===== src/hw/rtl/bds_pkg.sv =====
// Shared types and constants for the battery display smoother.
`default_nettype none

package bds_pkg;

    localparam int unsigned LEVEL_BITS = 7;
    localparam int unsigned CFG_BITS   = 32;
    localparam int unsigned IDX_BITS   = 3;

    typedef logic [LEVEL_BITS-1:0] level_t;

    localparam level_t PERCENT_MAX = level_t'(100);

    // Charge status codes; any other code counts as discharging.
    localparam logic [1:0] STATUS_CHARGING = 2'd1;
    localparam logic [1:0] STATUS_FULL     = 2'd2;

    typedef enum logic [IDX_BITS-1:0] {
        CFG_STABLE_WINDOW = 3'd0,
        CFG_STEP_INTERVAL = 3'd1,
        CFG_RESYNC_GAP    = 3'd2,
        CFG_JUMP_THRESH   = 3'd3,
        CFG_CRITICAL      = 3'd4,
        CFG_FULL_LEVEL    = 3'd5
    } cfg_index_t;

    localparam logic [CFG_BITS-1:0] STABLE_WINDOW_RST = 32'd15000;
    localparam logic [CFG_BITS-1:0] STEP_INTERVAL_RST = 32'd60000;
    localparam logic [CFG_BITS-1:0] RESYNC_GAP_RST    = 32'd60000;
    localparam level_t              JUMP_THRESH_RST   = 7'd5;
    localparam level_t              CRITICAL_RST      = 7'd5;
    localparam level_t              FULL_LEVEL_RST    = 7'd99;

endpackage

`default_nettype wire


===== src/hw/rtl/bds_if.sv =====
// Request channels for gauge polls and for display results.
`default_nettype none

interface bds_poll_if;
    logic              valid;
    logic              ready;
    logic              read_ok;
    logic signed [7:0] raw_percent;
    logic [1:0]        power_status;
    logic [31:0]       now_ms;

    modport source (output valid, read_ok, raw_percent, power_status, now_ms, input ready);
    modport sink   (input valid, read_ok, raw_percent, power_status, now_ms, output ready);
endinterface

interface bds_shown_if;
    logic                         valid;
    logic                         ready;
    logic [bds_pkg::LEVEL_BITS-1:0] shown_percent;
    logic                         shown_valid;

    modport source (output valid, shown_percent, shown_valid, input ready);
    modport sink   (input valid, shown_percent, shown_valid, output ready);
endinterface

`default_nettype wire


===== src/hw/rtl/battery_display_smoother.sv =====
// Top level of the battery display smoother.
`default_nettype none

// One poll request goes in, one display request comes out, in order. A poll is held
// in an input register, the whole smoothing decision and state update are
// combinational from it, and the result lands in an output register, from which its
// request is offered. One poll per cycle is sustained while results are taken, set
// by the single state-update stage. A poll is taken while a result waits as long as
// the input register is empty or moves on in that cycle. A failed read returns
// shown_valid low with percent zero and leaves all state untouched. Configuration
// writes are meant for idle periods only.
module battery_display_smoother #(
    parameter int unsigned TIME_BITS = 32
) (
    input  wire logic                          clk,
    input  wire logic                          rst_n,
    input  wire logic                          cfg_we,
    input  wire logic [bds_pkg::IDX_BITS-1:0]  cfg_index,
    input  wire logic [bds_pkg::CFG_BITS-1:0]  cfg_wdata,
    bds_poll_if.sink                           poll,
    bds_shown_if.source                        shown
);

    localparam int unsigned CMP_BITS = (TIME_BITS > bds_pkg::CFG_BITS) ?
                                       TIME_BITS : bds_pkg::CFG_BITS;

    typedef logic [TIME_BITS-1:0] tm_t;
    typedef logic [CMP_BITS-1:0]  cmp_t;

    // Configuration registers.
    logic [bds_pkg::CFG_BITS-1:0] stable_window_reg;
    logic [bds_pkg::CFG_BITS-1:0] step_interval_reg;
    logic [bds_pkg::CFG_BITS-1:0] resync_gap_reg;
    bds_pkg::level_t              jump_thresh_reg;
    bds_pkg::level_t              critical_reg;
    bds_pkg::level_t              full_level_reg;

    // Input register.
    logic              s1_valid_reg;
    logic              s1_read_ok_reg;
    logic signed [7:0] s1_raw_reg;
    logic [1:0]        s1_status_reg;
    tm_t               s1_now_reg;

    // Smoothing state.
    bds_pkg::level_t display_reg, display_next;
    logic            display_known_reg, display_known_next;
    bds_pkg::level_t cand_reg, cand_next;
    logic            powered_seen_reg, powered_seen_next;
    tm_t             cand_since_reg, cand_since_next;
    tm_t             last_step_reg, last_step_next;
    tm_t             last_poll_reg, last_poll_next;
    logic            last_poll_known_reg, last_poll_known_next;

    // Output register.
    logic            out_valid_reg;
    bds_pkg::level_t out_percent_reg, out_percent_next;
    logic            out_ok_reg, out_ok_next;

    logic            advance;
    bds_pkg::level_t raw;
    logic            is_full;
    logic            powered;
    logic            resync_hit;
    logic            stable;
    logic            step_due;
    logic            go_up;
    logic            go_down;
    bds_pkg::level_t gap;
    tm_t             poll_age;
    tm_t             cand_age;
    tm_t             step_age;

    assign advance    = s1_valid_reg && (!out_valid_reg || shown.ready);
    assign poll.ready = !s1_valid_reg || advance;

    assign shown.valid         = out_valid_reg;
    assign shown.shown_percent = out_percent_reg;
    assign shown.shown_valid   = out_ok_reg;

    always_ff @(posedge clk or negedge rst_n)
    begin
        if (!rst_n)
        begin
            stable_window_reg <= bds_pkg::STABLE_WINDOW_RST;
            step_interval_reg <= bds_pkg::STEP_INTERVAL_RST;
            resync_gap_reg    <= bds_pkg::RESYNC_GAP_RST;
            jump_thresh_reg   <= bds_pkg::JUMP_THRESH_RST;
            critical_reg      <= bds_pkg::CRITICAL_RST;
            full_level_reg    <= bds_pkg::FULL_LEVEL_RST;
        end
        else if (cfg_we)
        begin
            unique case (bds_pkg::cfg_index_t'(cfg_index))
                bds_pkg::CFG_STABLE_WINDOW: stable_window_reg <= cfg_wdata;
                bds_pkg::CFG_STEP_INTERVAL: step_interval_reg <= cfg_wdata;
                bds_pkg::CFG_RESYNC_GAP:    resync_gap_reg    <= cfg_wdata;
                bds_pkg::CFG_JUMP_THRESH:   jump_thresh_reg   <= cfg_wdata[bds_pkg::LEVEL_BITS-1:0];
                bds_pkg::CFG_CRITICAL:      critical_reg      <= cfg_wdata[bds_pkg::LEVEL_BITS-1:0];
                bds_pkg::CFG_FULL_LEVEL:    full_level_reg    <= cfg_wdata[bds_pkg::LEVEL_BITS-1:0];
                default: ;
            endcase
        end
    end

    always_ff @(posedge clk or negedge rst_n)
    begin
        if (!rst_n)
            s1_valid_reg <= 1'b0;
        else if (poll.ready)
            s1_valid_reg <= poll.valid;
    end

    always_ff @(posedge clk)
    begin
        if (poll.ready && poll.valid)
        begin
            s1_read_ok_reg <= poll.read_ok;
            s1_raw_reg     <= poll.raw_percent;
            s1_status_reg  <= poll.power_status;
            s1_now_reg     <= tm_t'(poll.now_ms);
        end
    end

    // Next state for the poll in the input register. The candidate and step
    // time are updated before the stability and step checks look at them.
    // Elapsed times wrap at the time width before they are compared.
    always_comb
    begin
        if (s1_raw_reg[7])
            raw = '0;
        else if (s1_raw_reg > 8'sd100)
            raw = bds_pkg::PERCENT_MAX;
        else
            raw = s1_raw_reg[bds_pkg::LEVEL_BITS-1:0];

        is_full = (s1_status_reg == bds_pkg::STATUS_FULL);
        powered = (s1_status_reg == bds_pkg::STATUS_CHARGING) || is_full;

        poll_age   = s1_now_reg - last_poll_reg;
        resync_hit = last_poll_known_reg && (cmp_t'(poll_age) >= cmp_t'(resync_gap_reg));

        display_next         = display_reg;
        display_known_next   = display_known_reg;
        cand_next            = cand_reg;
        powered_seen_next    = powered_seen_reg;
        cand_since_next      = cand_since_reg;
        last_step_next       = last_step_reg;
        last_poll_next       = last_poll_reg;
        last_poll_known_next = last_poll_known_reg;

        stable   = 1'b0;
        step_due = 1'b0;
        go_up    = 1'b0;
        go_down  = 1'b0;
        gap      = '0;
        cand_age = '0;
        step_age = '0;

        out_percent_next = '0;
        out_ok_next      = 1'b0;

        if (advance && s1_read_ok_reg)
        begin
            last_poll_next       = s1_now_reg;
            last_poll_known_next = 1'b1;

            if (!display_known_reg || resync_hit)
            begin
                display_next       = raw;
                display_known_next = 1'b1;
                cand_next          = raw;
                powered_seen_next  = powered;
                cand_since_next    = s1_now_reg;
                last_step_next     = s1_now_reg;
            end
            else
            begin
                if (powered != powered_seen_reg)
                begin
                    powered_seen_next = powered;
                    cand_next         = raw;
                    cand_since_next   = s1_now_reg;
                    last_step_next    = s1_now_reg;
                end
                else if (raw != cand_reg)
                begin
                    cand_next       = raw;
                    cand_since_next = s1_now_reg;
                end

                cand_age = s1_now_reg - cand_since_next;
                step_age = s1_now_reg - last_step_next;
                stable   = cmp_t'(cand_age) >= cmp_t'(stable_window_reg);
                step_due = cmp_t'(step_age) >= cmp_t'(step_interval_reg);
                go_up    = powered && (cand_next > display_reg);
                go_down  = !powered && (cand_next < display_reg);
                gap      = go_up ? (cand_next - display_reg) : (display_reg - cand_next);

                priority if (!powered && (raw <= critical_reg))
                begin
                    display_next   = raw;
                    last_step_next = s1_now_reg;
                end
                else if (is_full && (raw >= full_level_reg))
                begin
                    display_next   = bds_pkg::PERCENT_MAX;
                    last_step_next = s1_now_reg;
                end
                else
                begin
                    if (stable && (go_up || go_down))
                    begin
                        if (gap >= jump_thresh_reg)
                        begin
                            display_next   = raw;
                            last_step_next = s1_now_reg;
                        end
                        else if (step_due)
                        begin
                            display_next   = go_up ? (display_reg + 7'd1)
                                                   : (display_reg - 7'd1);
                            last_step_next = s1_now_reg;
                        end
                    end
                end
            end

            out_percent_next = display_next;
            out_ok_next      = 1'b1;
        end
    end

    always_ff @(posedge clk or negedge rst_n)
    begin
        if (!rst_n)
        begin
            display_reg         <= '0;
            display_known_reg   <= 1'b0;
            cand_reg            <= '0;
            powered_seen_reg    <= 1'b0;
            cand_since_reg      <= '0;
            last_step_reg       <= '0;
            last_poll_reg       <= '0;
            last_poll_known_reg <= 1'b0;
        end
        else
        begin
            display_reg         <= display_next;
            display_known_reg   <= display_known_next;
            cand_reg            <= cand_next;
            powered_seen_reg    <= powered_seen_next;
            cand_since_reg      <= cand_since_next;
            last_step_reg       <= last_step_next;
            last_poll_reg       <= last_poll_next;
            last_poll_known_reg <= last_poll_known_next;
        end
    end

    always_ff @(posedge clk or negedge rst_n)
    begin
        if (!rst_n)
            out_valid_reg <= 1'b0;
        else if (advance)
            out_valid_reg <= 1'b1;
        else if (shown.ready)
            out_valid_reg <= 1'b0;
    end

    always_ff @(posedge clk)
    begin
        if (advance)
        begin
            out_percent_reg <= out_percent_next;
            out_ok_reg      <= out_ok_next;
        end
    end

endmodule

`default_nettype wire


===== src/flat_wrapper.sv =====
// flat-port wrapper written by rule: the top's interface ports become plain ports
module battery_display_smoother_flat 
#(
    parameter int unsigned TIME_BITS = 32
)
  (clk, rst_n, cfg_we, cfg_index, cfg_wdata, poll_valid, poll_read_ok, poll_raw_percent, poll_power_status, poll_now_ms, poll_ready, shown_valid, shown_shown_percent, shown_shown_valid, shown_ready);
  bds_poll_if poll_i ();
  bds_shown_if shown_i ();
  input  wire logic clk;
  input  wire logic rst_n;
  input  wire logic cfg_we;
  input  wire logic [bds_pkg::IDX_BITS-1:0] cfg_index;
  input  wire logic [bds_pkg::CFG_BITS-1:0] cfg_wdata;
  input wire logic [$bits(poll_i.valid)-1:0] poll_valid;
  input wire logic [$bits(poll_i.read_ok)-1:0] poll_read_ok;
  input wire logic [$bits(poll_i.raw_percent)-1:0] poll_raw_percent;
  input wire logic [$bits(poll_i.power_status)-1:0] poll_power_status;
  input wire logic [$bits(poll_i.now_ms)-1:0] poll_now_ms;
  output wire logic [$bits(poll_i.ready)-1:0] poll_ready;
  output wire logic [$bits(shown_i.valid)-1:0] shown_valid;
  output wire logic [$bits(shown_i.shown_percent)-1:0] shown_shown_percent;
  output wire logic [$bits(shown_i.shown_valid)-1:0] shown_shown_valid;
  input wire logic [$bits(shown_i.ready)-1:0] shown_ready;
  assign poll_i.valid = poll_valid;
  assign poll_i.read_ok = poll_read_ok;
  assign poll_i.raw_percent = poll_raw_percent;
  assign poll_i.power_status = poll_power_status;
  assign poll_i.now_ms = poll_now_ms;
  assign poll_ready = poll_i.ready;
  assign shown_valid = shown_i.valid;
  assign shown_shown_percent = shown_i.shown_percent;
  assign shown_shown_valid = shown_i.shown_valid;
  assign shown_i.ready = shown_ready;
  battery_display_smoother #(.TIME_BITS(TIME_BITS)) u_core (.clk(clk), .rst_n(rst_n), .cfg_we(cfg_we), .cfg_index(cfg_index), .cfg_wdata(cfg_wdata), .poll(poll_i), .shown(shown_i));
endmodule

===== config.mk =====
export PLATFORM = sky130hd
export DESIGN_NAME = battery_display_smoother_flat
export DESIGN_NICKNAME = d
export VERILOG_FILES = /design/src/hw/rtl/bds_pkg.sv /design/src/hw/rtl/bds_if.sv /design/src/hw/rtl/battery_display_smoother.sv /design/src/flat_wrapper.sv
export SDC_FILE = /design/constraint.sdc
export NUM_CORES = 1
export LEC_CHECK = 0
export BUFFER_PORTS_ARGS = -buffer_cell sky130_fd_sc_hd__buf_2
export CAP_MARGIN = 10
export CELL_PAD_IN_SITES_DETAIL_PLACEMENT = 0
export CELL_PAD_IN_SITES_GLOBAL_PLACEMENT = 1
export CORE_AREA = 3 3 197 199
export CTS_CLUSTER_SIZE = 40
export DETAILED_ROUTE_END_ITERATION = 8
export DIE_AREA = 0 0 200 202
export GPL_TIMING_DRIVEN = 0
export PLACE_DENSITY = 0.91
export RECOVER_POWER = 25
export SLEW_MARGIN = 0
export SYNTH_ARGS = -nofsm -noshare
export SYNTH_HDL_FRONTEND = slang
export SYNTH_SLANG_ARGS = --single-unit

===== constraint.sdc =====
create_clock -name clk -period 18.2 [get_ports clk]
set_input_delay 1.82 -clock clk [delete_from_list [all_inputs] [get_ports clk]]
set_output_delay 1.82 -clock clk [all_outputs]
set_load 0.02 [all_outputs]

# Word-level counts from Yosys, hierarchy flattened
# Cells that the tools add are included.
# classes
addsub	7
magnitude_cmp	9
n_eq_ne	9
muxes	34
n_reduce_logical	29
# ops
operator	n
$mux 32	14
$mux 7	15
$ge 32x32->1	3
$sub 32x32->32	3
$reduce_and 2->1	8
$ge 7x7->1	2
$sub 7x7->7	2
$logic_and 1x1->1	9
$gt 8x8->1 const B	1
$add 7x1->7 const B	1
$gt 7x7->1	1
$le 7x7->1	1
$lt 7x7->1	1
$ne 7x7->1	1
$sub 7x1->7 const B	1
$eq 3x2->1 const B	2
$eq 3x3->1 const B	2
$logic_or 1x1->1	5
$mux 1	5
$logic_not 1->1	4
$reduce_bool 2->1	2
$eq 3x1->1 const B	1
$logic_not 3->1	1
$eq 2x1->1 const B	1
2 further kinds	2
# totals
regBits	283
in_bits	83
out_inout_bits	10
elab_cells	110

# Logic depth before layout (Yosys ltp)
# depth
word_depth	17
depth_mapped	35
mapped_depth_nobuf	32

# Least setup slack after synthesis
# OpenSTA, ideal clock, no wires.
# synth_path
path_type	reg-to-reg
startpoint	register u_core.s1_raw_reg[4]
endpoint	register u_core.last_step_reg[10]
setup_ns	0.125
t_arrival_ns	6.322
required_ns	18.075
slack_ns	11.753
stages_incl_launch_ff	30
n_path_buf	3
period_less_slack_ns	6.447
path_cell_list	edfxtp_1 > o311a_1 > o31ai_2 > o31ai_2 > nand4_2 > buf_2 > buf_1 > mux2i_1 > ha_1 > a21oi_1 > mux2i_1 > a32oi_1 > nand2_1 > a21o_2 > a31o_2 > o41a_1 > xnor2_1 > ha_1 > a21o_1 > a21o_1 > a21oi_1 > o211ai_1 > nor2_1 > nand2_1 > a311oi_1 > a211oi_2 > a211oi_2 > a21oi_2 > buf_6 > mux2_4
# synth_between
elab_chain_cells	17
elab_cells_between_ends	33
classes_between	3 x add/sub; 7 x order compare; 1 x eq/ne; 16 x mux; 6 x reduce/logical
# synth_rtl
element	line_no	rtl
from (decl)	battery_display_smoother.sv:41	logic signed [7:0] s1_raw_reg;
from (signal assigned)	battery_display_smoother.sv:119	s1_raw_reg <= poll.raw_percent;
$gt 8x8->1	battery_display_smoother.sv:132	else if (s1_raw_reg > 8'sd100)
$mux 7 *	battery_display_smoother.sv:132	
$mux 7 *	battery_display_smoother.sv:130	if (s1_raw_reg[7])
branches (longest 12 deep; another with $sub 32x32->32)	-	
$mux 32 *	battery_display_smoother.sv:200	priority if (!powered && (raw <= critical_reg))
$mux 32 *	battery_display_smoother.sv:168	if (!display_known_reg || resync_hit)
to (signal assigned)	battery_display_smoother.sv:254	last_step_reg <= last_step_next;
to (decl)	battery_display_smoother.sv:51	tm_t last_step_reg, last_step_next;
# Mark *: on every way between the ends. The select of a mux whose other input is x is not followed.
# A chain may end at the register's enable or synchronous reset.

# Worst setup path after layout
# layout_path
startpoint	register u_core.s1_status_reg[1]
endpoint	register u_core.last_step_reg[13]
# layout_between
elab_chain_cells	15
elab_cells_between_ends	36
classes_between	4 x add/sub; 5 x order compare; 3 x eq/ne; 16 x mux; 8 x reduce/logical
# layout_rtl
element	line_no	rtl
from (decl)	battery_display_smoother.sv:42	logic [1:0] s1_status_reg;
from (signal assigned)	battery_display_smoother.sv:120	s1_status_reg <= poll.power_status;
branches (longest 13 deep; another with $sub 32x32->32)	-	
$mux 32 *	battery_display_smoother.sv:200	
$mux 32 *	battery_display_smoother.sv:168	
# Marked as above.

==> metrics.cfg <==
[sta]
timing.final.ws_setup_ns=9.559
fin_crit_ns=8.641
rsz0062_at_grt=no
skew_ns=0.01694
relSlewSlack=-2.966
tightest_slew_ns=5.949
final.setup.tns_ns=0
max_freq_ghz=0.1157
period_share=0.4748
slew_viol_final=214
setup_viol=0
hold_viol_final=0

[setup_path]
crit_type=reg2reg
worstReg2RegEnd=u_core.last_step_reg[13]$_DFFE_PN0P_
cp-start-kind=flip-flop
startpoint=u_core.s1_status_reg[1]$_DFFE_PP_
r2r_start=u_core.s1_status_reg[1]$_DFFE_PP_
worstPathMaxFanout=10
cp-end-kind=flip-flop
reg2reg_depth=32
cp_slowest_cell=a311oi_1
arrival_ns=9.05
worstPathRequired_ns=18.61
max_stage_delay_ns=0.64
r2r_slack_ns=9.56

[routing]
routedWlPerCell_um=18.59
drc_errors=0
vias_per_cell=5.737
drtIter0Drc=1039
drtPass1Iterations=6
antenna_left=0
wirelength_um=50930
vias=15720

[global_routing]
grt_use_total=0.2544
grt_first_pass_wirelength_um=81390
grt_antenna_before_repair=0
grt_start_max_net_pins=108
grt_pass1_vias=15380
gr-total-overflow=0

[layout]
drive_above_1_share=0.1323
nNetsFinal=2516
antenna_cells=0
areaGrowthSynthToFinish_pct=11.76
stdcell_count=2740
nFillCells=3282
regArea_um2=7373
multi_input_area_um2=11330
fin_area_um2=21990

[floorplan]
die_w_um=200
die_area_um2=40400
start_util=0.5261
core_um2=37400
std_cell_rows=71
io_pins=93
die_h_um=202

[yosys]
synth-edff-count=51
ys_ff_latch=283
synth_nets=2383
ys_warn_count=0
ys.flop_type=dfrtp_1
syn-cell-area_um2=19680
syn_inst=2071
yosysSeqAreaShare=0.3747
synth.distinct_cells=81
async_flop_share=0.8198
postSynthAreaPerCell_um2=9.501

[cts]
post-cts-setup-buffer-count=0
ctsLongestPathBuffers=3
clk_pin_slew_ns=0.06
holdBufCountCts=0
cts_tree=done
numCtsBuffers=35
cts_root_buf=clkbuf_16
cts_sinks=283
cts_max_level=2
clk_latency_ns=0.53
cts-resized-gates=0

[worst_hold_path]
hold_path.class=reg2reg
min_path_cells=2
min-delay-start=u_core.display_known_reg$_DFFE_PN0P_
holdPathEnd=u_core.display_known_reg$_DFFE_PN0P_

[placed_design]
place_congestion=0.9049
hpwl_um=39070
place_area_um2=20910
port-buffer-count=90
dp.cells=2678
place_ws_ns=9.610

[pwr]
power_density_nw_per_um2=141.1
peakVddDrop_mv=0.08537
p_leak_nw=10.32

[run_status]
violations=max-capacitance violations, max-slew violations
status=finished, violations left

[run]
drv_cap=2

## kinds of logic after synthesis
kind of cell / Yosys count / share of synthesized area
compound gates: 578 / 0.1870
xor+xnor: 95 / 0.04267
fa+ha+maj: 234 / 0.1501
buf+inv: 255 / 0.05023
flops: 283 / 0.3747
mux: 135 / 0.07949
simple gates: 491 / 0.1158
## cell usage in the layout, fill, tap and decap left out, types with 29 or more instances in the layout
cell       synthesis  final
a21o_1            90     90
a21oi_1          118    118
buf_2              7     96
clkbuf_1          46     58
clkbuf_16          0     39
dfrtp_1          203    203
dfstp_2           29     29
edfxtp_1          51     51
ha_1             224    224
inv_1            195    195
mux2_2            50     50
mux2_4            30     30
mux2i_1           55     55
nand2_1          216    216
nand2b_1          34     34
nand3_1           32     32
nor2_1            95     95
o21ai_0          205    205
xnor2_1           67     67
## area by class of cell
cell class,instances,area share
Buffer,59,0.01149
Clock buffer,52,0.04842
Clock inverter,10,0.003585
Inverter,196,0.03346
Multi-Input combinational cell,1533,0.5153
Sequential cell,283,0.3353
Tap cell,511,0.02908
Timing Repair Buffer,96,0.02339
## critical path, delay by kind of cell, from the launching register on
family | cells | cell delay, ns
compound gates | 13 | 3.31
fa+ha+maj | 4 | 1.31
simple gates | 8 | 1.19
buf+inv | 4 | 1.17
xor+xnor | 2 | 0.79
flops | 1 | 0.43
mux | 1 | 0.31
## how the worst max path moves through the flow
stage                                       endpoint  slack (ns)  cells after the start
6_report        u_core.last_step_reg[13]$_DFFE_PN0P_        9.56                     32
5_1_grt        u_core.cand_since_reg[25]$_DFFE_PN0P_        8.96                      2
4_1_cts         u_core.last_step_reg[20]$_DFFE_PN0P_        9.58                     34
3_5_place_dp    u_core.last_step_reg[20]$_DFFE_PN0P_        9.61                     33
3_3_place_gp    u_core.last_step_reg[13]$_DFFE_PN0P_        9.63                     34
2_1_floorplan   u_core.last_step_reg[10]$_DFFE_PN0P_       11.75                     29
## synth_stat cells, drive strengths merged (8+ instances only)
master | count | area, um^2
a211oi | 16 | 130.1
a21o | 91 | 684.4
a21oi | 121 | 616.9
a31oi | 8 | 50.05
and2 | 14 | 87.59
buf | 13 | 80.07
clkbuf | 46 | 172.7
dfrtp | 203 | 5080
dfstp | 29 | 762.0
edfxtp | 51 | 1531
ha | 224 | 2803
inv | 196 | 735.7
mux2 | 80 | 1013
mux2i | 55 | 550.5
nand2 | 216 | 810.8
nand2b | 34 | 212.7
nand3 | 32 | 160.2
nand4 | 21 | 137.6
nor2 | 95 | 356.6
nor2b | 22 | 137.6
nor3 | 19 | 95.09
o211ai | 14 | 115.1
o21a | 25 | 187.7
o21ai | 215 | 1076
o21bai | 11 | 82.58
o221ai | 9 | 78.83
o31ai | 8 | 75.08
xnor2 | 67 | 586.8
xor2 | 28 | 252.8
## layer usage
metal,GRT usage,wire [um],up-vias
met5,0,0,-
met4,0.08350,1647,0
met3,0.04667,2805,85
met2,0.4070,23500,411
met1,0.3499,22980,7603
li1,-,-,7620
## power by group
group          internal, mW  switching (mW)
combinational         0.685           0.841
sequential            0.799          0.0813
clock                 0.419           0.277
total                  1.90            1.20
## stage by stage
stage / utilization / total power [mW] / hold slack, ns
6_report: 0.5880 / 3.102 / 0.4802
5_1_grt: 0.5880 / 3.347 / 0.5003
4_1_cts: 0.5895 / 3.108 / 0.4745
3_5_place_dp: 0.5590 / 2.391 / 0.4595
3_3_place_gp: 0.5553 / 2.339 / 0.4468
2_1_floorplan: - / 2.027 / 0.4361
(Power assumes the default switching activity.)
